===== src/rtl/nnis_pkg.sv =====
// shared constants, types and helpers for the nearest neighbor scaler
`default_nettype none

package nnis_pkg;

    localparam int unsigned DIM_MAX      = 256;
    localparam int unsigned FRAME_PIXELS = 65536;
    localparam int unsigned PIX_W        = 32;
    localparam int unsigned CFG_W        = 9;
    localparam int unsigned CFG_REGS     = 4;
    localparam int unsigned CFG_RESET    = 256;
    localparam int unsigned CFG_IDX_W    = $clog2(CFG_REGS);
    localparam int unsigned ADDR_W       = $clog2(FRAME_PIXELS);
    localparam int unsigned POS_W        = $clog2(DIM_MAX);
    localparam int unsigned NUM_W        = 2 * POS_W;
    localparam int unsigned STEP_W       = $clog2(NUM_W);

    typedef logic [CFG_W-1:0] dim_t;

    typedef enum logic [CFG_IDX_W-1:0] {
        REG_SRC_WIDTH,
        REG_SRC_HEIGHT,
        REG_DST_WIDTH,
        REG_DST_HEIGHT
    } cfg_reg_t;

    typedef enum logic {
        REQ_LOAD  = 1'b0,
        REQ_FETCH = 1'b1
    } req_type_t;

    typedef enum logic [2:0] {
        S_IDLE,
        S_DIV,
        S_ADDR,
        S_READ,
        S_PUT
    } state_t;

    typedef struct packed {
        logic busy;
        logic done;
    } div_stat_t;

    // zero acts as one, anything above the maximum saturates
    function automatic dim_t dim_of(input dim_t value);
        dim_t result;
        if (value == dim_t'(0))
            result = dim_t'(1);
        else if (value > dim_t'(DIM_MAX))
            result = dim_t'(DIM_MAX);
        else
            result = value;
        return result;
    endfunction

endpackage

`default_nettype wire


===== src/rtl/nnis_div.sv =====
// restoring divider, one quotient bit per cycle
`default_nettype none

module nnis_div (
    input  logic                        clk,
    input  logic                        rst_n,
    input  logic                        start,
    input  logic [nnis_pkg::NUM_W-1:0]  num,
    input  nnis_pkg::dim_t              den,
    output logic [nnis_pkg::NUM_W-1:0]  quo,
    output nnis_pkg::div_stat_t         stat
);
    import nnis_pkg::*;

    logic              busy_reg;
    logic              busy_next;
    logic              done_reg;
    logic              done_next;
    logic [STEP_W-1:0] cnt_reg;
    logic [STEP_W-1:0] cnt_next;
    logic [CFG_W-1:0]  rem_reg;
    logic [CFG_W-1:0]  rem_next;
    logic [NUM_W-1:0]  quo_reg;
    logic [NUM_W-1:0]  quo_next;
    logic [CFG_W:0]    trial;
    logic [CFG_W:0]    diff;
    logic              ge;

    // shift in the next numerator bit, subtract when it fits
    assign trial = {rem_reg, quo_reg[NUM_W-1]};
    assign ge    = trial >= {1'b0, den};
    assign diff  = trial - {1'b0, den};

    always_comb
    begin
        busy_next = busy_reg;
        done_next = 1'b0;
        cnt_next  = cnt_reg;
        rem_next  = rem_reg;
        quo_next  = quo_reg;
        if (start)
        begin
            busy_next = 1'b1;
            cnt_next  = '0;
            rem_next  = '0;
            quo_next  = num;
        end
        else if (busy_reg)
        begin
            rem_next = ge ? diff[CFG_W-1:0] : trial[CFG_W-1:0];
            quo_next = {quo_reg[NUM_W-2:0], ge};
            cnt_next = cnt_reg + STEP_W'(1);
            if (cnt_reg == STEP_W'(NUM_W - 1))
            begin
                busy_next = 1'b0;
                done_next = 1'b1;
            end
        end
    end

    always_ff @(posedge clk or negedge rst_n)
    begin
        if (!rst_n)
        begin
            busy_reg <= 1'b0;
            done_reg <= 1'b0;
            cnt_reg  <= '0;
        end
        else
        begin
            busy_reg <= busy_next;
            done_reg <= done_next;
            cnt_reg  <= cnt_next;
        end
    end

    always_ff @(posedge clk)
    begin
        rem_reg <= rem_next;
        quo_reg <= quo_next;
    end

    assign quo       = quo_reg;
    assign stat.busy = busy_reg;
    assign stat.done = done_reg;

endmodule

`default_nettype wire


===== config.mk =====
export PLATFORM = sky130hd
export DESIGN_NAME = nnis_div
export DESIGN_NICKNAME = d
export VERILOG_FILES = /design/src/rtl/nnis_pkg.sv /design/src/rtl/nnis_div.sv
export SDC_FILE = /design/constraint.sdc
export NUM_CORES = 1
export LEC_CHECK = 0
export BUFFER_PORTS_ARGS = -buffer_cell sky130_fd_sc_hd__buf_2
export CAP_MARGIN = 20
export CORE_MARGIN = 4
export CORE_UTILIZATION = 30
export CTS_CLUSTER_SIZE = 25
export DETAILED_ROUTE_END_ITERATION = 16
export PLACE_DENSITY = 0.6
export SLEW_MARGIN = 20
export SYNTH_ARGS = -nofsm -noshare
export SYNTH_HDL_FRONTEND = slang
export SYNTH_SLANG_ARGS = --single-unit

===== constraint.sdc =====
create_clock -name clk -period 4.25 [get_ports clk]
set_input_delay 0.6375 -clock clk [delete_from_list [all_inputs] [get_ports clk]]
set_output_delay 0.6375 -clock clk [all_outputs]
set_load 0.1 [all_outputs]

; ---- Word level (Yosys, flattened, before mapping)
; Cells that the tools add are included.
[word_totals]
ff_bits = 31
latchBits = 0
mem_bits_rw = 0
romBits = 0
input_bits = 28
word_cells = 21
memories = 0
[classes]
n_addsub = 2
multipliers = 0
div = 0
magnitude_cmp = 1
n_eq_ne = 1
n_shift = 0
muxes = 11
bitwise_logic = 0
reduce_logical = 1
[ops]
columns = op, n
row1 = two-way mux 16 bit, 2
row2 = greater-or-equal comparator 10 x 9 -> 1 bit, 1
row3 = two-way mux 9 bit, 1
row4 = subtractor 9 bit, 1
row5 = two-way mux 4 bit, 2
row6 = two-way mux 1 bit, 6
row7 = adder 4 x 1 -> 4 bit (second input constant), 1
row8 = equality test 4 bit (second input constant), 1
row9 = nonzero test 2 bit, 1

; ---- Logic depth before layout (Yosys ltp)
; Gate-level depths: netlist (run 1).
[logic_depth]
depth_word = 4
mapped_depth = 9

; ---- Worst setup path after synthesis (run 1)
; OpenSTA, ideal clock, no wires.
[synth_path]
path_type = reg-to-reg
start = register quo_reg[15] (netlist: quo[15])
end = register quo_reg[0] (netlist: quo[0]) (data pin)
arrival_ps = 2606
t_required_ps = 3990
slack_ps = 1384
path_stages_with_launch = 9
n_path_buf = 0
period_less_slack_ps = 2866
cell_sequence = edfxtp_1 inv_1 ha_1 inv_1 fa_1 a211oi_1 o21a_1 o211ai_2 mux2_2
[synth_between]
elab_chain_cells = 3
[synth_rtl]
columns = item, line
row1 = "start, declared", nnis_div.sv:23  ; logic [NUM_W-1:0] quo_reg;
row2 = "start signal, assigned", nnis_div.sv:80  ; quo_reg <= quo_next;
row3 = greater-or-equal comparator 10 x 9 -> 1 bit, nnis_div.sv:31  ; assign ge = trial >= {1'b0, den};
row4 = two-way mux 16 bit, nnis_div.sv:48  ; else if (busy_reg)
row5 = two-way mux 16 bit, nnis_div.sv:41  ; if (start)
row6 = net quo_next[0], nnis_div.sv:24  ; logic [NUM_W-1:0] quo_next;
; The timed path passes the listed nets, and every way through them passes these cells. The select of a mux whose other input is x is not followed.
; A chain may end at the register's enable or synchronous reset.

; ---- Worst setup path after layout (run 1)
; Ends and elaborated chain as after synthesis.

==> impl_metrics.json, run 1 <==
{
  "tightest_slew_ns": 0.7760,
  "fin_crit_ns": 2.653,
  "register_area_um2": 810.8,
  "portBuffers": 45,
  "internal-power_mw": 0.7442,
  "cts_buffer_depth": 2,
  "synth_area_leaders": "edfxtp_1, mux2_2, dfxtp_1",
  "status": "complete, no violations",
  "gp_congestion": 0.8334,
  "swShare_pct": 43.99,
  "synthCells": 169,
  "grt_max_degree": 33,
  "syn_nets": 208,
  "synth-edff-count": 16,
  "cts_tree": "built",
  "period_share_pct": 62.41,
  "layout-area-overhead-vs-synth_pct": 18.90,
  "synthArstFlopShare_pct": 19.35,
  "start_kind": "flip-flop",
  "grt_pass1_vias": 1317,
  "final_common_cell": "buf_2",
  "core_um2": 5956,
  "ctsHoldBuffers": 0,
  "drt-initial-drc-count": 55,
  "ys_types": 43,
  "clock-sinks": 31,
  "die_w_um": 86.46,
  "grt_pass1_wl_mm": 6.051,
  "ys_warn_count": 0,
  "start_util_pct": 31.01,
  "avgViaCountPerCell": 4.766,
  "synth.ff_latch_count": 31,
  "wl_per_cell_um": 13.18,
  "ys.flop_type": "edfxtp_1",
  "synth_area_um2": 1847,
  "drive_gt1_share_pct": 35.07,
  "layout_common_cells": "buf_2, mux2_2, edfxtp_1",
  "wirelength_mm": 3.770,
  "finalSetupViolations": 0,
  "final_area_um2": 2196,
  "fin_worst_skew_ns": 0.008048,
  "fmax_ghz": 0.3770,
  "cts_buffers": 5,
  "ant_nets": 0,
  "pin_count": 46,
  "fill_cells": 611,
  "maxSlewHeadroom_pct": 48.26,
  "antenna_found_initial": 0,
  "p_leak_nw": 0.9792,
  "crit_type": "reg2reg",
  "yosysTopAreaCell": "edfxtp_1",
  "hp-class": "in2async",
  "grtUsageTotal_pct": 10.25,
  "cp_max_fo": 8,
  "htree_levels": 2,
  "clockPowerShare_pct": 15.9,
  "num_rows": 28,
  "vias": 1363,
  "synth_top_area_share_pct": 26.02,
  "power.share.sequential_pct": 32.8,
  "p_total_mw": 1.329,
  "drv_cap": 0,
  "yosysSeqAreaShare_pct": 43.90,
  "p_sw_mw": 0.5845,
  "cts_resized": 0,
  "die-height_um": 86.46,
  "dieArea_um2": 7475,
  "dr.pass1.iters": 6,
  "power_density_nw_per_um2": 605.1,
  "antenna_cells": 0,
  "place_area_um2": 2115,
  "drc_errors": 0,
  "rsz0062_at_grt": "no",
  "power_frac_comb_pct": 51.3,
  "final_max_slew_viol_count": 0,
  "syn_avg_cell_area_um2": 10.93,
  "cp.required_ns": 4.28,
  "cp.arrival_ns": 2.68,
  "cts_setup_buffers": 0,
  "clock_latency_ns": 0.28,
  "clkTransAtPathRegs_ns": 0.07,
  "multi_input_area_um2": 935.9,
  "detailed_place_hpwl_mm": 2.870,
  "nets": 249,
  "vdd_drop_max_v": 0.0002316,
  "end_kind": "flip-flop",
  "largest_reg_flops": 16,
  "finalSetupTns_ns": 0,
  "finalHoldViolCount": 0,
  "cts-root-buf": "clkbuf_8",
  "grt-ovfl-total": 0
}
-- cells by family (layout without fill, tap and decap cells) --
logic type,count (synthesis),count (layout),synth area share [%]
multiplexers,23,23,13.62
flip-flops,31,31,43.90
XOR/XNOR,7,7,3.320
buffers and inverters,24,66,5.420
AND/OR/NAND/NOR,41,41,12.60
AO/OA/AOI/OAI,32,32,13.28
adder cells (fa/ha/maj),11,11,7.859
-- layout make-up --
type                            instances  share of cell area, %
Inverter                               13                  2.222
Sequential cell                        31                  36.92
Multi-Input combinational cell        114                  42.62
Timing Repair Buffer                   45                  10.26
Clock buffer                            6                  3.305
Clock inverter                          2                 0.3989
Tap cell                               75                  4.273
-- metrics by stage --
stage / util (%) / setup WS, ns / instances / hold slack (ns)
floorplan: - / 1.384 / 169 / 0.3419
global placement: 35.50 / 1.441 / 278 / 0.4713
detailed placement: 35.50 / 1.408 / 278 / 0.4694
CTS: 36.87 / 1.592 / 286 / 0.1686
global route: 36.87 / 1.389 / 286 / 0.1621
finish: 36.87 / 1.597 / 286 / 0.1669
-- worst max-delay path, cell delays in order, from the launching register on --
cell	delay (ns)
edfxtp_1	0.46
inv_1	0.09
ha_1	0.15
inv_1	0.05
fa_1	0.39
a211oi_1	0.40
o21a_1	0.28
o211ai_2	0.23
mux2_2	0.35
-- power by group through the flow --
stage                     sequential, mW  clock, mW  combinational [mW]
after detailed placement           0.442          0               0.682
after floorplan                    0.587          0               0.407
after global placement             0.441          0               0.677
final                              0.436      0.211               0.681
after global routing               0.443      0.234               0.747
after CTS                          0.437      0.219               0.685
-- final timing paths --
| kind | from | to | slack (ns) | cells after the start |
|---|---|---|---|---|
| max in group asynchronous | rst_n | cnt_reg[3]$_DFFE_PN0P_ | 3.93 | 1 |
| min in group clk | rem_reg[2]$_SDFFE_PP0P_ | rem_reg[2]$_SDFFE_PP0P_ | 0.50 | 2 |
| hold / removal | rst_n | cnt_reg[2]$_DFFE_PN0P_ | 0.17 | 1 |
| hold reg to reg | rem_reg[2]$_SDFFE_PP0P_ | rem_reg[2]$_SDFFE_PP0P_ | 0.50 | 2 |
| setup reg to reg | quo[15]$_DFFE_PP_ | quo[0]$_DFFE_PP_ | 1.60 | 8 |
| setup / recovery | quo[15]$_DFFE_PP_ | quo[0]$_DFFE_PP_ | 1.60 | 8 |
-- routing by layer --
metal	wire (um)	up-vias	global-route usage, %	part of all wire, %
li1	-	705	-	-
met1	1609	620	13.12	43
met2	1899	34	16.69	50
met3	227	4	3.137	6.0
met4	34	0	2.975	0.90
met5	0	-	0	0
-- cells in the mapped netlist (3+ instances only) --
| cell | number |
|---|---|
| a211oi_1 | 7 |
| a21oi_1 | 7 |
| a311oi_1 | 3 |
| clkbuf_1 | 6 |
| dfrtp_1 | 6 |
| dfxtp_1 | 9 |
| edfxtp_1 | 16 |
| ha_1 | 10 |
| inv_1 | 13 |
| mux2_2 | 17 |
| mux2i_1 | 6 |
| nand2_1 | 7 |
| nand2b_1 | 3 |
| nand3_1 | 4 |
| nor2_1 | 15 |
| o211ai_1 | 3 |
| xor2_1 | 5 |
No activity file was read; power rests on OpenSTA's default activity.
==> run 2: changes to the inputs <==
--- a/config.mk
+++ b/config.mk
@@ -5,6 +5,7 @@
 export SDC_FILE = /design/constraint.sdc
 export NUM_CORES = 1
 export LEC_CHECK = 0
+export ABC_AREA = 1
 export BUFFER_PORTS_ARGS = -buffer_cell sky130_fd_sc_hd__buf_2
 export CAP_MARGIN = 20
 export CORE_MARGIN = 4
==> constraint.sdc (replaced) <==
create_clock -name clk -period 2.6 [get_ports clk]
set_input_delay 0.39 -clock clk [delete_from_list [all_inputs] [get_ports clk]]
set_output_delay 0.39 -clock clk [all_outputs]
set_load 0.1 [all_outputs]
==> run 2 against run 1 <==
Wire length rose by 12%; sequential share of layout area fell by 2.0 points; sequential power rose by 62%; critical path type unchanged; highest routed layer unchanged; clock skew fell by 0.0032 ns; hold slack improved by 0.21 ns; power rose by 67%; sequential cell count did not move; first-iteration DRC count rose by 7.3%; worst setup slack got worse by 1.2 ns; die area rose by 6.3%.
==> impl_metrics.json, run 2 <==
{
  "synth_top_area_share_pct": 24.32,
  "grtUsageTotal_pct": 11.86,
  "grt_max_degree": 22,
  "cp_max_fo": 11,
  "wl_per_cell_um": 10.91,
  "num_rows": 29,
  "cp.required_ns": 2.82,
  "clkTransAtPathRegs_ns": 0.06,
  "avgViaCountPerCell": 4.420,
  "antenna_cells": 0,
  "period_share_pct": 83.30,
  "end_kind": "flip-flop",
  "start_util_pct": 30.94,
  "drv_cap": 0,
  "dp_cells": 377,
  "wirelength_mm": 4.212,
  "gp_congestion": 0.8145,
  "rsz0062_at_grt": "no",
  "grt_pass1_vias": 1648,
  "synth_area_um2": 1976,
  "final_max_slew_viol_count": 0,
  "layout-area-overhead-vs-synth_pct": 17.67,
  "finalCoreUtilization_pct": 36.40,
  "power_density_nw_per_um2": 955.1,
  "synth_area_leaders": "edfxtp_1, nand2_1, dfxtp_1",
  "cp.arrival_ns": 2.39,
  "fmax_ghz": 0.4617,
  "largest_reg_flops": 16,
  "cts_resized": 0,
  "final_common_cell": "nand2_1",
  "yosys.area_share.simple_pct": 36.35,
  "die-height_um": 89.15,
  "synth.most_common_cell": "nand2_1",
  "dieArea_um2": 7948,
  "place_area_um2": 2235,
  "grt-ovfl-total": 0,
  "finalSetupTns_ns": 0,
  "ant_nets": 0,
  "grt_pass1_wl_mm": 7.362,
  "finalHoldViolCount": 0,
  "fin_crit_ns": 2.166,
  "synth_compound_area_share_pct": 3.357,
  "cts_buffer_depth": 2,
  "cts-root-buf": "clkbuf_8",
  "final_area_um2": 2325,
  "syn_nets": 303,
  "yosysTopAreaCell": "edfxtp_1",
  "drt-initial-drc-count": 59,
  "drc_errors": 0,
  "start_kind": "flip-flop",
  "synthCells": 264,
  "dr.pass1.iters": 4,
  "portBuffers": 45,
  "clock-sinks": 31,
  "drive_gt1_share_pct": 23.30,
  "critPathMostFrequentCell": "nand2_1",
  "cts_tree": "built",
  "syn_avg_cell_area_um2": 7.484,
  "htree_levels": 2,
  "crit_type": "reg2reg",
  "vias": 1706,
  "holdWs_ns": 0.3760,
  "fin_worst_skew_ns": 0.004805,
  "antenna_found_initial": 0,
  "cts_buffers": 5,
  "ctsHoldBuffers": 1,
  "clock_latency_ns": 0.28,
  "p_leak_nw": 1.285,
  "layout_common_cells": "nand2_1, buf_2, inv_1",
  "die_w_um": 89.15,
  "layout.cells.non_filler": 386,
  "detailed_place_hpwl_mm": 3.249,
  "cts_setup_buffers": 0,
  "synth.ff_latch_count": 31,
  "hp-class": "in2reg",
  "yosys-top-cells-count": "nand2_1, inv_1, nand3_1, edfxtp_1",
  "fill_cells": 693,
  "synthMuxAreaShare_pct": 0,
  "ys_warn_count": 0,
  "ys_types": 29,
  "synthArstFlopShare_pct": 19.35,
  "finalSetupViolations": 0,
  "vdd_drop_max_v": 0.0004163,
  "synth-adder-area-share_pct": 7.346,
  "nets": 347,
  "cp_slowest_cell": "fa_1",
  "worstPathCellList": "inv_1 > ha_1 > clkinv_1 > fa_1 > nand4_1 > nand2_1 > nand2_2 > nand2_2 > nand2_1 > nand3_1 > nand2_1",
  "tightest_slew_ns": 0.4980,
  "synth_top_family_by_area": "simple AND/OR/NAND/NOR gates",
  "core_um2": 6386,
  "synth-edff-count": 16,
  "pin_count": 46,
  "yosysSeqAreaShare_pct": 41.04,
  "critPathMaxStageDelay_ns": 0.43,
  "yosys.area_share.xor_xnor_pct": 1.330,
  "ys.flop_type": "edfxtp_1",
  "maxSlewHeadroom_pct": 67.03,
  "status": "complete, no violations"
}
## run 2: cell type report
| cell class | instances | area, um^2 | share of cell area (%) |
|---|---|---|---|
| clock buffers | 6 | 72.57 | 3.122 |
| multi-input cells | 185 | 955.9 | 41.12 |
| inverters | 39 | 146.4 | 6.297 |
| repair buffers | 46 | 235.2 | 10.12 |
| flip-flops and latches | 31 | 810.8 | 34.88 |
| well taps | 77 | 96.34 | 4.144 |
| clock inverters | 2 | 7.507 | 0.3229 |
## run 2: where the power goes
| group | switching [mW] | total (mW) | internal, mW | leakage, nW |
|---|---|---|---|---|
| Combinational | 0.773 | 1.16 | 0.385 | 0.919 |
| Clock | 0.175 | 0.357 | 0.182 | 0.0403 |
| Sequential | 0.0845 | 0.705 | 0.620 | 0.326 |
| Total | 1.03 | 2.22 | 1.19 | 1.29 |
## run 2: metrics by stage
step           power, mW  worst slack [ns]
4_1_cts            2.239            0.4240
5_1_grt            2.419            0.2073
6_report           2.220            0.4341
3_3_place_gp       1.876            0.4865
2_1_floorplan      1.692            0.1933
3_5_place_dp       1.874            0.4598
## run 2: path summary, 6_finish.rpt
path / from / to / slack [ns] / cells after the start
setup reg to reg: quo[15]$_DFFE_PP_ / rem_reg[7]$_SDFFE_PP0P_ / 0.43 / 11
max in group asynchronous: rst_n / cnt_reg[3]$_DFFE_PN0P_ / 1.99 / 2
hold reg to reg: cnt_reg[3]$_DFFE_PN0P_ / cnt_reg[3]$_DFFE_PN0P_ / 0.48 / 1
hold / removal: num[9] / quo[9]$_DFFE_PP_ / 0.38 / 3
min in group asynchronous: rst_n / done_reg$_DFF_PN0_ / 0.46 / 2
setup / recovery: quo[15]$_DFFE_PP_ / rem_reg[7]$_SDFFE_PP0P_ / 0.43 / 11
## run 2: cells by family after synthesis
family	count (synthesis)
flops	31
simple gates	160
compound gates	11
xor+xnor	3
buf+inv	48
fa+ha+maj	11
## run 2: metal layers
| metal | part of all wire, % | vias to the layer above | global-route usage, % |
|---|---|---|---|
| met2 | 44 | 39 | 17.68 |
| met1 | 49 | 747 | 16.67 |
| met4 | 1.2 | 0 | 3.654 |
| li1 | - | 912 | - |
| met5 | 0 | - | 0 |
| met3 | 6.1 | 8 | 3.318 |
## run 2: critical path, delay by kind of cell, from the launching register on
kind / cells / cell delay, ns
adders and majority gates: 2 / 0.59
buffers and inverters: 2 / 0.22
DFF: 1 / 0.38
and+or+nand+nor: 7 / 0.91
==> run 3: changes to the inputs <==
==> constraint.sdc (replaced) <==
create_clock -name clk -period 2.1 [get_ports clk]
set_input_delay 0.315 -clock clk [delete_from_list [all_inputs] [get_ports clk]]
set_output_delay 0.315 -clock clk [all_outputs]
set_load 0.1 [all_outputs]
==> run 3 against run 2 <==
Non-clock buffer count is 5 higher; sequential cell count stayed put; via count is 0.53% lower; final cell count is 1.3% higher; wire length is 0.85% higher; clock power is 42% higher; power is 28% higher; clock-buffer cell count is 2 higher; combinational power is 25% higher; first-iteration DRC count is 80% higher; largest power group unchanged.
==> impl_metrics.json, run 3 (same netlist as run 2, synthesis figures left out) <==
{
  "grtUsageTotal_pct": 11.17,
  "vdd_drop_max_v": 0.0003994,
  "grt_max_degree": 22,
  "r2r-end": "rem_reg[1]$_SDFFE_PP0P_",
  "clock-sinks": 31,
  "final_area_um2": 2402,
  "cp.required_ns": 2.28,
  "hp-class": "in2reg",
  "wirelength_mm": 4.248,
  "ant_nets": 0,
  "gp_congestion": 0.7765,
  "grt-ovfl-total": 0,
  "detailed_place_hpwl_mm": 3.388,
  "r2r_slack_ns": 0.24,
  "layout-area-overhead-vs-synth_pct": 21.60,
  "fill_cells": 681,
  "pin_count": 46,
  "nets": 352,
  "place_area_um2": 2292,
  "cts_buffer_depth": 2,
  "largest_reg_flops": 16,
  "grt_pass1_vias": 1576,
  "dr.pass1.iters": 4,
  "finalHoldViolCount": 0,
  "cp.arrival_ns": 2.04,
  "portBuffers": 45,
  "holdWs_ns": 0.3043,
  "status": "complete, no violations",
  "clock_latency_ns": 0.28,
  "crit_type": "reg2reg",
  "avgViaCountPerCell": 4.340,
  "die_w_um": 89.15,
  "fin_worst_skew_ns": 0.004760,
  "core_um2": 6386,
  "cts_resized": 0,
  "cts_buffers": 5,
  "num_rows": 29,
  "dp_cells": 382,
  "final_max_slew_viol_count": 0,
  "fmax_ghz": 0.5368,
  "grt_pass1_wl_mm": 6.837,
  "drv_cap": 0,
  "start_util_pct": 30.94,
  "vias": 1697,
  "worstReg2RegStart": "quo[15]$_DFFE_PP_",
  "period_share_pct": 88.71,
  "r2r_cells": 11,
  "fin_crit_ns": 1.863,
  "end_kind": "flip-flop",
  "final_common_cell": "nand2_1",
  "start_kind": "flip-flop",
  "die-height_um": 89.15,
  "rsz0062_at_grt": "no",
  "dieArea_um2": 7948,
  "cp_max_fo": 6,
  "cts_tree": "built",
  "layout_common_cells": "nand2_1, buf_2, inv_1",
  "power_density_nw_per_um2": 1181,
  "maxSlewHeadroom_pct": 66.84,
  "layout.cells.non_filler": 391,
  "wl_per_cell_um": 10.86,
  "p_leak_nw": 1.321,
  "crit_end": "rem_reg[1]$_SDFFE_PP0P_",
  "tightest_slew_ns": 0.5009,
  "critPathLaunch": "quo[15]$_DFFE_PP_",
  "finalSetupViolations": 0,
  "hp-start": "num[4]",
  "cts_setup_buffers": 0,
  "drt-initial-drc-count": 106,
  "drc_errors": 0,
  "htree_levels": 2,
  "cts-root-buf": "clkbuf_8",
  "clkTransAtPathRegs_ns": 0.06,
  "antenna_cells": 0,
  "drive_gt1_share_pct": 26.43,
  "finalCoreUtilization_pct": 37.62,
  "antenna_found_initial": 0
}
## run 3: report_power, final
group          internal (mW)  total [mW]  switching, mW  leakage (nW)
Sequential             0.768       0.875          0.107         0.326
Combinational          0.504        1.45          0.950         0.943
Clock                  0.299       0.508          0.209        0.0515
## run 3: timing repair
item / 4_1_cts / 5_1_grt
endpoints found under the setup margin: 0 / 0
hold endpoints to repair: 6 / 0
hold buffers: 1 / 0
## run 3: critical path: stages (launching register included)
cell and delay, ns:
edfxtp_1 0.40, inv_2 0.10, ha_4 0.14, clkinv_4 0.05, fa_2 0.35, nand4_1 0.12, nand2_1 0.09, nand2_2 0.15
buf_4 0.17, nand3_2 0.05, nand3_1 0.07, nand2_1 0.05
## run 3: layout make-up
type	count	area, um^2	share of cell area [%]
inverter	39	151.4	6.302
clock buffer	8	100.1	4.167
tap	77	96.34	4.010
multi-input combinational	185	970.9	40.42
sequential	31	810.8	33.75
timing repair buffer	51	272.8	11.35
## run 3: stage by stage
stage | TNS [ns] | worst slack [ns] | power [mW]
6_report | 0 | 0.2370 | 2.836
5_1_grt | 0 | 0.06151 | 3.064
4_1_cts | 0 | 0.2211 | 2.876
3_5_place_dp | 0 | 0.2375 | 2.354
3_3_place_gp | 0 | 0.2842 | 2.342
2_1_floorplan | -1.227 | -0.1841 | 2.098
## run 3: layer usage
layer  global-route usage, %  vias up  wire length, um
met4                   4.330        0               89
met2                   18.15       22             2058
met5                       0        -                0
li1                        -      922                -
met1                   13.65      747             1941
met3                   3.779        6              158
## run 3: how the worst min path moves through the flow
stage | slack, ns | to | depth (start not counted)
finish | 0.30 | quo[4]$_DFFE_PP_ | 3
global route | 0.30 | quo[7]$_DFFE_PP_ | 3
CTS | 0.30 | quo[4]$_DFFE_PP_ | 3
detailed placement | 0.15 | cnt_reg[0]$_DFFE_PN0P_ | 1
global placement | 0.15 | cnt_reg[0]$_DFFE_PN0P_ | 1
floorplan | 0.02 | busy_reg$_DFF_PN0_ | 0
